`config.mk`:
```
export PLATFORM = sky130hd
export DESIGN_NAME = blop_ctrl
export DESIGN_NICKNAME = d
export VERILOG_FILES = /design/src/hdl/blop_pkg.sv /design/src/hdl/blop_ctrl.sv
export VERILOG_INCLUDE_DIRS = /design/src /design/src/hdl
export SDC_FILE = /design/constraint.sdc
export NUM_CORES = 1
export LEC_CHECK = 0
export BUFFER_PORTS_ARGS = -buffer_cell sky130_fd_sc_hd__buf_2
export CORE_ASPECT_RATIO = 1.5
export CORE_MARGIN = 3
export CORE_UTILIZATION = 49
export CTS_CLUSTER_DIAMETER = 100
export CTS_CLUSTER_SIZE = 14
export DETAILED_ROUTE_END_ITERATION = 7
export GPL_ROUTABILITY_DRIVEN = 1
export HOLD_SLACK_MARGIN = 0.12
export PLACE_DENSITY = 0.8
export SLEW_MARGIN = 20
export SYNTH_ARGS = -nofsm -noshare
export SYNTH_HDL_FRONTEND = slang
export SYNTH_SLANG_ARGS = --single-unit
export TNS_END_PERCENT = 20
```
`constraint.sdc`:
```
create_clock -name clk -period 1.6 [get_ports clk]
set_clock_uncertainty 0.1 [all_clocks]
set_input_delay 0.16 -clock clk [delete_from_list [all_inputs] [get_ports clk]]
set_output_delay 0.16 -clock clk [all_outputs]
set_load 0.05 [all_outputs]
```
`src/hdl/binomial_lattice_option_pricer_top_macros.svh`:
```
// Assertion macros used by the lattice pricer controller.
`ifndef BINOMIAL_LATTICE_OPTION_PRICER_TOP_MACROS_SVH
`define BINOMIAL_LATTICE_OPTION_PRICER_TOP_MACROS_SVH

// Consequent must hold in the same cycle as the antecedent.
`define BLOP_ASSERT_NOW(name, ante, cons) \
    name: assert property (@(posedge clk) disable iff (!rst_n) (ante) |-> (cons)) \
        else $error("lattice pricer check failed");

// Consequent must hold in the cycle after the antecedent.
`define BLOP_ASSERT_NEXT(name, ante, cons) \
    name: assert property (@(posedge clk) disable iff (!rst_n) (ante) |=> (cons)) \
        else $error("lattice pricer check failed");

`endif

```
`src/hdl/blop_pkg.sv`:
```
// Types, constants and helper functions of the lattice option pricer.
package blop_pkg;

    localparam logic [31:0] ONE_Q31 = 32'h8000_0000;
    localparam logic [31:0] MAX32 = 32'hFFFF_FFFF;
    localparam logic [8:0] STEP_COUNT_RESET = 9'd256;
    localparam logic [2:0] ADDR_STEP_COUNT = 3'd0;

    typedef enum logic [2:0] {
        ST_IDLE,
        ST_LADDER,
        ST_INIT,
        ST_FOLD,
        ST_DONE
    } state_t;

    typedef enum logic [2:0] {
        PH_MUL,
        PH_AVG,
        PH_DSC,
        PH_WR,
        PH_CAP
    } phase_t;

    // Strobes from the controller to every cell of the chain.
    typedef struct packed {
        logic load;
        logic mul;
        logic avg;
        logic dsc;
        logic wr;
    } cell_ctl_t;

    // Strobes from the controller to the top-level datapath.
    typedef struct packed {
        logic take;
        logic ladder_start;
        logic tap_shift;
        logic cap_l2;
        logic cap_l1;
        logic cap_root;
        logic out_load;
    } top_ctl_t;

    function automatic logic [31:0] intrinsic(input logic [31:0] s, input logic [31:0] k,
                                              input logic put);
        logic [31:0] r;
        begin
            if (put)
            begin
                r = (k > s) ? (k - s) : 32'd0;
            end
            else
            begin
                r = (s > k) ? (s - k) : 32'd0;
            end
            return r;
        end
    endfunction

    // Saturates a 34-bit rounded product to 32 bits.
    function automatic logic [31:0] sat32(input logic [33:0] v);
        logic [31:0] r;
        begin
            r = (v[33:32] != 2'd0) ? MAX32 : v[31:0];
            return r;
        end
    endfunction

endpackage

```
`src/hdl/blop_ctrl.sv`:
```
// Sequencer of the lattice pricer: ladder build, terminal load, level folds, result hand-off.
`include "binomial_lattice_option_pricer_top_macros.svh"

module blop_ctrl
    import blop_pkg::*;
#(
    parameter int NW = 9
)
(
    input  logic          clk,
    input  logic          rst_n,
    input  logic          in_valid,
    input  logic          in_flat,
    input  logic          ladder_done,
    input  logic          out_free,
    input  logic [NW-1:0] n,
    output logic          in_ready,
    output top_ctl_t      tctl,
    output cell_ctl_t     cctl
);

    state_t        state_reg, state_next;
    phase_t        phase_reg, phase_next;
    logic [NW-1:0] level_reg, level_next;

    always_comb
    begin
        state_next = state_reg;
        phase_next = phase_reg;
        level_next = level_reg;
        case (state_reg)
            ST_IDLE:
            begin
                if (in_valid)
                begin
                    state_next = in_flat ? ST_DONE : ST_LADDER;
                end
            end
            ST_LADDER:
            begin
                if (ladder_done)
                begin
                    state_next = ST_INIT;
                end
            end
            ST_INIT:
            begin
                state_next = ST_FOLD;
                phase_next = PH_MUL;
                level_next = n - 1'b1;
            end
            ST_FOLD:
            begin
                case (phase_reg)
                    PH_MUL: phase_next = PH_AVG;
                    PH_AVG: phase_next = PH_DSC;
                    PH_DSC: phase_next = PH_WR;
                    PH_WR:  phase_next = PH_CAP;
                    PH_CAP:
                    begin
                        phase_next = PH_MUL;
                        if (level_reg == '0)
                        begin
                            state_next = ST_DONE;
                        end
                        else
                        begin
                            level_next = level_reg - 1'b1;
                        end
                    end
                    default: phase_next = PH_MUL;
                endcase
            end
            ST_DONE:
            begin
                if (out_free)
                begin
                    state_next = ST_IDLE;
                end
            end
            default: state_next = ST_IDLE;
        endcase
    end

    always_comb
    begin
        in_ready = 1'b0;
        tctl     = '0;
        cctl     = '0;
        case (state_reg)
            ST_IDLE:
            begin
                in_ready          = 1'b1;
                tctl.take         = in_valid;
                tctl.ladder_start = in_valid && !in_flat;
            end
            ST_INIT:
            begin
                cctl.load = 1'b1;
            end
            ST_FOLD:
            begin
                case (phase_reg)
                    PH_MUL:
                    begin
                        cctl.mul       = 1'b1;
                        tctl.tap_shift = 1'b1;
                    end
                    PH_AVG: cctl.avg = 1'b1;
                    PH_DSC: cctl.dsc = 1'b1;
                    PH_WR:  cctl.wr = 1'b1;
                    PH_CAP:
                    begin
                        tctl.cap_l2   = (level_reg == NW'(2));
                        tctl.cap_l1   = (level_reg == NW'(1));
                        tctl.cap_root = (level_reg == '0);
                    end
                    default: cctl = '0;
                endcase
            end
            ST_DONE:
            begin
                tctl.out_load = out_free;
            end
            default: in_ready = 1'b0;
        endcase
    end

    always_ff @(posedge clk or negedge rst_n)
    begin
        if (!rst_n)
        begin
            state_reg <= ST_IDLE;
            phase_reg <= PH_MUL;
            level_reg <= '0;
        end
        else
        begin
            state_reg <= state_next;
            phase_reg <= phase_next;
            level_reg <= level_next;
        end
    end

    `BLOP_ASSERT_NEXT(a_take_leaves_idle, in_valid && in_ready, state_reg != ST_IDLE)
    `BLOP_ASSERT_NOW(a_level_in_range, state_reg == ST_FOLD, level_reg < n)
    `BLOP_ASSERT_NEXT(a_last_level_done, state_reg == ST_FOLD && phase_reg == PH_CAP && level_reg == '0, state_reg == ST_DONE)
    `BLOP_ASSERT_NOW(a_ladder_done_in_wait, ladder_done, state_reg == ST_LADDER)

endmodule
```
==> impl_results.md, run 1 <==
- Outcome: finished with violations
- Failing checks: negative setup slack
- Library cells used by synthesis: 45
- Vias: roughly 1500
- Peak supply drop: about 1.1 mV
- I/O Pins: 28
- CP Launch Type: register
- CTS tree: built
- Clock Latency Late Sink: between 0.2 and 0.3 ns
- Initial core utilization: between 50% and 60%
- Clock Tree Buf Depth: 2
- Vias in the first global route: about 1500
- RR Startpoint: phase_reg[1]
- Area after DPL: between 1500 and 2000 um^2
- Leak: between 0.8 and 0.9 nW
- DP Worst Slack: -0.261 ns
- CP Capture Type: output port
- Synthesized area: 1290 um^2
- Worst hold path class: input port to register
- Multiplexer share of the synthesized area: under 10%
- CTS clk-pin slew, worst paths: 0.10 ns
- Yosys warns: 0
- Power share of the combinational group: about 74%
- Final wirelength: just over 4000 um
- Sw Pwr: 1.68 mW
- Syn-to-layout area delta: 52.9%
- RSZ-0062 raised after global routing: true
- Total negative slack: -5.69 ns
- Final worst setup slack: -0.356 ns
- Die H: 68.8 um
- Max Freq: roughly 0.51 GHz
- Number of CTS-inserted buffers: 3
- Core ar.: roughly 2500 um^2
- IO buf count: 27
- Async set or reset register ratio after synthesis: 100%
- Number of synthesized flops with an enable pin: 0
- Largest net degree at the start of global routing: 16
- Row cnt: 22
- Clock root buffer: clkbuf_4
- Sw Ratio: a little under half
- Max-Cap Viols: 0
- Ant diodes: 0
- Mapped Nets: ~180
- Detailed Routing Iterations Pass 1: 4
- Die area: ~3300 um^2
- Synth Register Bits: 15
- Layout fillers: 152
- H-tree levels: 1
- Clock Power Share: between 6 and 7%
- Post-Synth Adder-Cell Area: between 4 and 5%
- Synth Area in Compound Gates: between 20% and 30%
- Power density cells: 1790 nW/um^2
- Hold Vio Cnt, Final: 0
- Final hold slack: around 0.17 ns
- Total global-route track usage: 26.3%
- Routed WL per cell: around 17 um
- DRC Markers: 0
- Grt total ovfl: 0
- Syn_area_per_cell: between 8 and 9 um^2
- Initial drt markers: just over 40
- Crit path DAT: 1.70 ns
- ANT nets after route: 0
- Initial antenna violation count: 0
- Simple-Gate Fraction of Synth Area: between 20% and 30%
- Flop pwr share: between 20% and 30%
- Dpl hpwl: about 2800 um
- Finished Core Util: between 70% and 80%
- Worst Hold Launch: n[0]
- Synth Flop Type: dfrtp_1
- # clock sinks: 15
- Routability cong.: between 0.8 and 0.9
- Placed Cells incl. Taps: about 230
- Max FFs per register: 9
- Largest family of logic cells by synthesized area: simple AND/OR/NAND/NOR gates
- Final slew viol count: 0
- R2r worst-path depth: 7
- Min cycle time layout: between 1.5 and 2 ns
- Non-filler cells, final: 240
- Rel. slew slack: about three quarters
- CP startpoint: phase_reg[1]
- Total power: approximately 3.5 mW
- Cell Int Power: about 1.8 mW
- Final instance area: 1970 um^2
- WS Path Type: register to output port
- First-pass GRT wire length: ~6100 um
- Fin crit share: 122%
- Max FO, Critical Path: 2
- Layout cell share with drive strength beyond 1: approximately half
- Post-synthesis sequential area ratio: 29.2%
- Layout net count: about 240
- Setup violations, final: 23
- Worst hold path cell count: 3
- Vias per cell: 6.07
- Syn Inst Count: approximately 160
- Die width: between 40 and 50 um
- Slew @ Worst Pin: between 0.3 and 0.4 ns
- Worst Path Required: approximately 1.3 ns
- Post-synthesis xor/xnor area fraction: 4.76%
[critical path: stages (launching register included)]
cell	delay [ns]
dfrtp_1	0.40
or3b_4	0.41
buf_6	0.13
nor2_4	0.08
nand3_2	0.10
nor2_2	0.13
buf_6	0.16
[synthesized netlist by cell type, types with 2 or more instances]
cell,n,share of area (%)
nand2_1,17,5.0
nor2_1,17,5.0
dfrtp_1,15,29
nor3_1,12,4.7
inv_1,8,2.3
o21ai_0,8,3.1
nand3_1,7,2.7
a21oi_1,6,2.3
a21oi_2,6,4.1
ha_1,5,4.9
buf_6,4,3.5
xor2_1,4,2.7
nand2b_1,3,1.5
nor4_1,3,1.5
o22ai_1,3,1.5
xnor2_1,3,2.0
and2_1,2,0.97
buf_4,2,1.2
clkbuf_2,2,0.78
mux2i_1,2,1.6
nor2b_1,2,0.97
nor3b_1,2,1.2
[cell usage in the layout (no fill, tap or decap), types with 4 or more instances in the layout]
cell type  Yosys  layout
buf_4          2      36
nand2_1       17      15
dfrtp_1       15      15
buf_2          1      14
nor2_1        17      13
buf_6          4      12
a21oi_2        6       8
inv_1          8       6
nor3_1        12       6
nor3_4         0       5
nand3_1        7       5
o21ai_0        8       5
ha_1           5       5
xor2_1         4       4
a21oi_1        6       4
[layout make-up]
| cell class | count | area, um^2 | share of cell area, % |
|---|---|---|---|
| Multi-Input combinational cell | 123 | 953 | 48.4 |
| Timing Repair Buffer | 66 | 553 | 28.1 |
| Sequential cell | 15 | 375 | 19.1 |
| Inverter | 8 | 30.0 | 1.53 |
| Tap cell | 24 | 30.0 | 1.53 |
| Clock buffer | 4 | 26.3 | 1.34 |
[logic make-up after synthesis]
group           after synthesis
simple gates                 74
compound gates               35
fa+ha+maj                     5
xor+xnor                      7
flops                        15
buf+inv                      18
mux                           2
[final timing paths]
check	to	slack (ns)
min	level_reg[0]	0.17
max reg2reg	level_reg[6]	-0.34
max in group asynchronous	level_reg[6]	0.94
min reg2reg	state_reg[1]	0.52
min in group asynchronous	level_reg[8]	0.19
max	tctl[3]	-0.36
[layer usage]
| metal | GRT usage [%] | wire [um] | share of wire [%] | up-vias |
|---|---|---|---|---|
| li1 | - | - | - | 667 |
| met1 | 25.9 | 1400 | 35 | 685 |
| met2 | 45.0 | 2160 | 53 | 75 |
| met3 | 5.19 | 215 | 5.3 | 30 |
| met4 | 20.9 | 281 | 6.9 | 0 |
| met5 | 0 | 0 | 0 | - |
[timing repair]
action / in CTS / in global routing
pin swaps: 9 / 6
gates resized for setup: 36 / 15
hold buffers: 1 / 0
buffers inserted: 2 / 1
cloned: 1 / 0
setup endpoints to repair: 24 / 25
endpoints found under the hold margin: 15 / 0
[power groups by stage]
stage	sequential [mW]	combinational, mW	clock [mW]
global placement	0.662	2.10	0
finish	0.706	2.60	0.221
detailed placement	0.669	2.17	0
floorplan	0.688	1.44	0
global route	0.721	2.79	0.240
CTS	0.685	2.43	0.220
No activity file was read; power rests on OpenSTA's default activity.
==> run 2: changes to the inputs <==
--- a/config.mk
+++ b/config.mk
@@ -7,15 +7,16 @@
 export NUM_CORES = 1
 export LEC_CHECK = 0
 export BUFFER_PORTS_ARGS = -buffer_cell sky130_fd_sc_hd__buf_2
+export CAP_MARGIN = 20
 export CORE_ASPECT_RATIO = 1.5
 export CORE_MARGIN = 3
 export CORE_UTILIZATION = 49
 export CTS_CLUSTER_DIAMETER = 100
 export CTS_CLUSTER_SIZE = 14
 export DETAILED_ROUTE_END_ITERATION = 7
-export GPL_ROUTABILITY_DRIVEN = 1
+export GPL_ROUTABILITY_DRIVEN = 0
 export HOLD_SLACK_MARGIN = 0.12
-export PLACE_DENSITY = 0.8
+export PLACE_DENSITY = 0.84
 export SLEW_MARGIN = 20
 export SYNTH_ARGS = -nofsm -noshare
 export SYNTH_HDL_FRONTEND = slang
==> run 2 against run 1 <==
Effect of this change:
- the run still ends with negative setup slack left
- power grew 6.1%
- register-to-register slack gained 0.05 ns
- via count is essentially flat
- critical endpoint unchanged
==> impl_results.md, run 2 (synthesis gave the netlist of run 1 again) <==
- CP Capture Type: output port (unchanged)
- CP Launch Type: register (unchanged)
- Worst hold path class: input port to register (unchanged)
- Vias in the first global route: 1457 (was 1490)
- Layout net count: 239 (was 237)
- Power density cells: 1850 nW/um^2 (was 1790 nW/um^2)
- Most frequent cells in the layout: 35 x buf_4, 15 x nand2_1, 15 x buf_6 (was 36 x buf_4, 15 x nand2_1, 15 x dfrtp_1)
- Outcome: finished with violations (unchanged)
- Max FFs per register: 9 (unchanged)
- Max FO, Critical Path: 3 (was 2)
- Crit path DAT: 1.64 ns (was 1.70 ns)
- Die area: 3290 um^2 (unchanged)
- IO buf count: 27 (unchanged)
- Detailed Routing Iterations Pass 1: 5 (was 4)
- Total power: 3.75 mW (was 3.53 mW)
- Initial antenna violation count: 0 (unchanged)
- Layout cell share with drive strength beyond 1: 54.1% (was 50.9%)
- H-tree levels: 1 (unchanged)
- Min cycle time layout: 1.90 ns (was 1.96 ns)
- Clock root buffer: clkbuf_4 (unchanged)
- First-pass GRT wire length: 6360 um (was 6130 um)
- Syn-to-layout area delta: 57.3% (was 52.9%)
- Total negative slack: -4.16 ns (was -5.69 ns)
- Failing checks: negative setup slack (unchanged)
- Slew @ Worst Pin: 0.440 ns (was 0.376 ns)
- Clock Latency Late Sink: 0.30 ns (was 0.29 ns)
- Grt total ovfl: 0 (unchanged)
- Final hold slack: 0.158 ns (was 0.171 ns)
- Max Freq: 0.526 GHz (was 0.511 GHz)
- Vias per cell: 6.02 (was 6.07)
- I/O Pins: 28 (unchanged)
- Total global-route track usage: 27.1% (was 26.3%)
- Die width: 47.9 um (unchanged)
- Routed WL per cell: 18.0 um (was 16.9 um)
- WS Path Type: register to output port (unchanged)
- Most common cell after layout, fill and taps aside: buf_4 (unchanged)
- # clock sinks: 15 (unchanged)
- Final worst setup slack: -0.300 ns (was -0.356 ns)
- Leak: 0.885 nW (was 0.863 nW)
- Ant diodes: 0 (unchanged)
- Number of CTS-inserted buffers: 3 (unchanged)
- Peak supply drop: 1.28 mV (was 1.13 mV)
- Hold Vio Cnt, Final: 0 (unchanged)
- Max-Cap Viols: 0 (unchanged)
- Largest net degree at the start of global routing: 16 (unchanged)
- CTS clk-pin slew, worst paths: 0.11 ns (was 0.10 ns)
- Worst Path Required: 1.34 ns (about the same)
- Final slew viol count: 0 (unchanged)
- Fin crit share: 119% (was 122%)
- DRC Markers: 0 (unchanged)
- ANT nets after route: 0 (unchanged)
- Dpl hpwl: 2660 um (was 2750 um)
- Die H: 68.8 um (unchanged)
- RSZ-0062 raised after global routing: true (unchanged)
- Initial core utilization: 52.0% (unchanged)
- Rel. slew slack: 70.4% (was 74.7%)
- Vias: 1456 (was 1457)
- Core ar.: 2480 um^2 (unchanged)
- Initial drt markers: 76 (was 41)
- Setup violations, final: 24 (was 23)
- Clock Tree Buf Depth: 2 (unchanged)
- Finished Core Util: 81.8% (was 79.4%)
- Row cnt: 22 (unchanged)
- Final wirelength: 4360 um (was 4060 um)
- CTS tree: built (unchanged)
-- run 2: changes by cell type in the layout (fill, tap and decap cells not counted), sizes merged --
| cell | delta |
|---|---|
| buf | +1 |
| clkinv | +1 |
-- run 2: timing repair --
item / in CTS / in global routing
setup endpoints to repair: 24 / 25
cloned: 1 / 0
hold buffers: 1 / 0
pin swaps: 8 / 6
endpoints found under the hold margin: 15 / 0
setup buffers: 1 / 6
resized for setup: 39 / 26
-- run 2: power breakdown --
group          total (mW)  internal (mW)  switching, mW
Sequential          0.709          0.551          0.159
Combinational        2.80           1.29           1.51
Clock               0.232         0.0934          0.139
Total                3.75           1.94           1.81
-- run 2: layout make-up --
cell class                 instances  area [um^2]
timing repair buffer              68          572
clock inverter                     1         5.00
fill                             138          452
multi-input combinational        123          990
clock buffer                       3         22.5
tap                               24         30.0
sequential                        15          377
inverter                           8         30.0
-- run 2: through the flow --
step	cell area, um^2	setup WS [ns]	cells
after detailed placement	1670	-0.280	229
after global routing	2030	-0.424	242
after floorplan	1370	-0.432	156
final	2030	-0.300	242
after global placement	1670	-0.206	229
after CTS	1890	-0.278	236
-- run 2: critical path, cell delays in order, from the launching register on --
cell and delay [ns]:
dfrtp_1 0.40, nor3_2 0.26, nand2_2 0.15, nor2_4 0.14, nand3_2 0.09, nor2_2 0.13, buf_6 0.16
-- run 2: final timing paths --
check	from	end	slack (ns)	cells after the start
hold reg to reg	state_reg[2]	state_reg[1]	0.53	2
setup reg to reg	phase_reg[0]	state_reg[2]	-0.29	6
min in group asynchronous	rst_n	state_reg[0]	0.19	2
setup / recovery	level_reg[5]	tctl[3]	-0.30	6
hold / removal	n[0]	level_reg[0]	0.16	3
max in group asynchronous	rst_n	state_reg[1]	0.91	2
-- run 2: per-layer routing --
layer	routed length [um]	vias up	GRT usage, %
met4	181	0	17.8
met2	2350	77	48.8
met5	0	-	0
met1	1580	682	27.0
li1	-	674	-
met3	253	23	3.90
==> run 3: changes to the inputs <==
--- a/config.mk
+++ b/config.mk
@@ -17,6 +17,7 @@
 export GPL_ROUTABILITY_DRIVEN = 0
 export HOLD_SLACK_MARGIN = 0.12
 export PLACE_DENSITY = 0.84
+export RECOVER_POWER = 25
 export SLEW_MARGIN = 20
 export SYNTH_ARGS = -nofsm -noshare
 export SYNTH_HDL_FRONTEND = slang
==> run 3 against run 2 <==
Effect of this change:
- the flow still finishes with violations (negative setup slack)
- non-clock buffer count unchanged
- cell count did not move
- flip-flop and latch count did not move
- critical path depth did not move
- register-to-register slack about the same
- first-iteration DRC count unchanged
- power about the same
- combinational power about the same
- setup slack hardly changed
- critical endpoint unchanged
==> impl_results.md, run 3 (synthesis gave the netlist of run 1 again) <==
- Non-filler cells, final: 242 (unchanged)
- Crit path max-delay family: simple AND/OR/NAND/NOR gates (unchanged)
- Crit path DAT: 1.64 ns (about the same)
- Vias in the first global route: 1457 (unchanged)
- Fin crit share: 119% (about the same)
- Clock Tree Buf Depth: 2 (unchanged)
- DRC Markers: 0 (unchanged)
- Detailed Routing Iterations Pass 1: 5 (unchanged)
- Max FFs per register: 9 (unchanged)
- Initial drt markers: 76 (unchanged)
- Slew @ Worst Pin: 0.872 ns (was 0.440 ns)
- DP Worst Slack: -0.280 ns (unchanged)
- Die area: 3290 um^2 (unchanged)
- Syn-to-layout area delta: 57.2% (was 57.3%)
- Number of CTS-inserted buffers: 3 (unchanged)
- Routed WL per cell: 18.0 um (about the same)
- Slowest stage delay, CP: 0.40 ns (about the same)
- H-tree levels: 1 (unchanged)
- Layout cell share with drive strength beyond 1: 53.7% (was 54.1%)
- Layout fillers: 139 (was 138)
- ANT nets after route: 0 (unchanged)
- Rel. slew slack: 41.9% (was 70.4%)
- Max-Cap Viols: 0 (unchanged)
- CP Capture Type: output port (unchanged)
- CP max stage cell: dfrtp_1 (unchanged)
- Min cycle time layout: 1.90 ns (about the same)
- Peak supply drop: 1.28 mV (about the same)
- Leak: 0.883 nW (was 0.885 nW)
- RSZ-0062 raised after global routing: true (unchanged)
- Core ar.: 2480 um^2 (unchanged)
- Total negative slack: -4.16 ns (about the same)
- Finished Core Util: 81.7% (was 81.8%)
- Die width: 47.9 um (unchanged)
- Row cnt: 22 (unchanged)
- CP Launch Type: register (unchanged)
- CP Cell Sequence: nor3_2, nand2_2, nor2_4, nand3_2, nor2_2, buf_6 (unchanged)
- Ant diodes: 0 (unchanged)
- Placed Cells incl. Taps: 229 (unchanged)
- CTS clk-pin slew, worst paths: 0.11 ns (about the same)
- Initial antenna violation count: 0 (unchanged)
- Dpl hpwl: 2660 um (unchanged)
- First-pass GRT wire length: 6360 um (unchanged)
- Hold Vio Cnt, Final: 0 (unchanged)
- IO buf count: 27 (unchanged)
- I/O Pins: 28 (unchanged)
- WS Path Type: register to output port (unchanged)
- Grt total ovfl: 0 (unchanged)
- Worst hold path class: input port to register (unchanged)
- Final worst setup slack: -0.300 ns (about the same)
- Failing checks: negative setup slack (unchanged)
- Most frequent cells in the layout: 35 x buf_4, 15 x nand2_1, 15 x buf_6 (unchanged)
- Worst Path Required: 1.34 ns (about the same)
- Final wirelength: 4360 um (about the same)
- Initial core utilization: 52.0% (unchanged)
- Outcome: finished with violations (unchanged)
- # clock sinks: 15 (unchanged)
- Clock root buffer: clkbuf_4 (unchanged)
- Setup violations, final: 24 (unchanged)
- Die H: 68.8 um (unchanged)
- CTS tree: built (unchanged)
- Vias per cell: 6.02 (unchanged)
- Most common cell after layout, fill and taps aside: buf_4 (unchanged)
- Max FO, Critical Path: 3 (unchanged)
- Total global-route track usage: 27.1% (unchanged)
- Power density cells: 1850 nW/um^2 (about the same)
- Max Freq: 0.526 GHz (about the same)
- Final slew viol count: 0 (unchanged)
- Total power: 3.74 mW (was 3.75 mW)
- Vias: 1456 (unchanged)
- Clock Latency Late Sink: 0.30 ns (about the same)
- Largest net degree at the start of global routing: 16 (unchanged)
- Layout net count: 239 (unchanged)
- CP bufs+invs: 1 (unchanged)
[run 3: cell count changes in the layout (fill, tap and decap cells not counted)]
cell / change
buf_2: -1
clkbuf_1: +1
[run 3: metrics by stage]
stage / hold slack [ns] / instance area (um^2)
6_report: 0.158 / 2020
5_1_grt: 0.179 / 2020
4_1_cts: 0.168 / 1890
3_5_place_dp: -0.0116 / 1670
3_3_place_gp: -0.0151 / 1670
2_1_floorplan: -0.236 / 1370
[run 3: layout make-up]
type	instances	area, um^2	area share [%]
clock buffers	3	22.5	1.11
clock inverters	1	5.00	0.247
inverters	8	30.0	1.48
multi-input cells	123	990	48.9
flip-flops and latches	15	377	18.6
well taps	24	30.0	1.48
repair buffers	68	571	28.2
[run 3: path summary, 6_finish.rpt]
check                              from      endpoint  slack, ns  cells after the start
max                        level_reg[5]       tctl[3]      -0.30                      6
min                                n[0]  level_reg[0]       0.16                      3
max reg2reg                phase_reg[0]  state_reg[2]      -0.29                      6
min reg2reg                state_reg[2]  state_reg[1]       0.53                      2
max in group asynchronous         rst_n  state_reg[1]       0.42                      2
min in group asynchronous         rst_n  state_reg[0]       0.38                      2
[run 3: worst reg2reg max path, delay by kind of cell (launching register included)]
kind | cells | cell delay [ns]
flip-flops | 1 | 0.40
buffers and inverters | 1 | 0.16
AND/OR/NAND/NOR | 3 | 0.95
AO/OA/AOI/OAI | 2 | 0.21
[run 3: power breakdown]
group	internal [mW]	switching [mW]	leakage, nW
Combinational	1.29	1.51	0.682
Sequential	0.551	0.159	0.182
Clock	0.0934	0.139	0.0177
Total	1.94	1.81	0.883
[run 3: per-layer routing]
layer | part of all wire (%) | vias up | GRT usage (%) | wire length [um]
met5 | 0 | - | 0 | 0
met4 | 4.2 | 0 | 17.8 | 181
met3 | 5.8 | 23 | 3.90 | 253
met2 | 54 | 77 | 48.8 | 2350
met1 | 36 | 682 | 27.0 | 1580
li1 | - | 674 | - | -
[run 3: what timing repair did]
item	4_1_cts	5_1_grt
gates resized for setup	39	26
buffers inserted	1	6
pin swaps	8	6
setup endpoints to repair	24	25
hold buffers	1	0
endpoints found under the hold margin	15	0
cloned	1	0
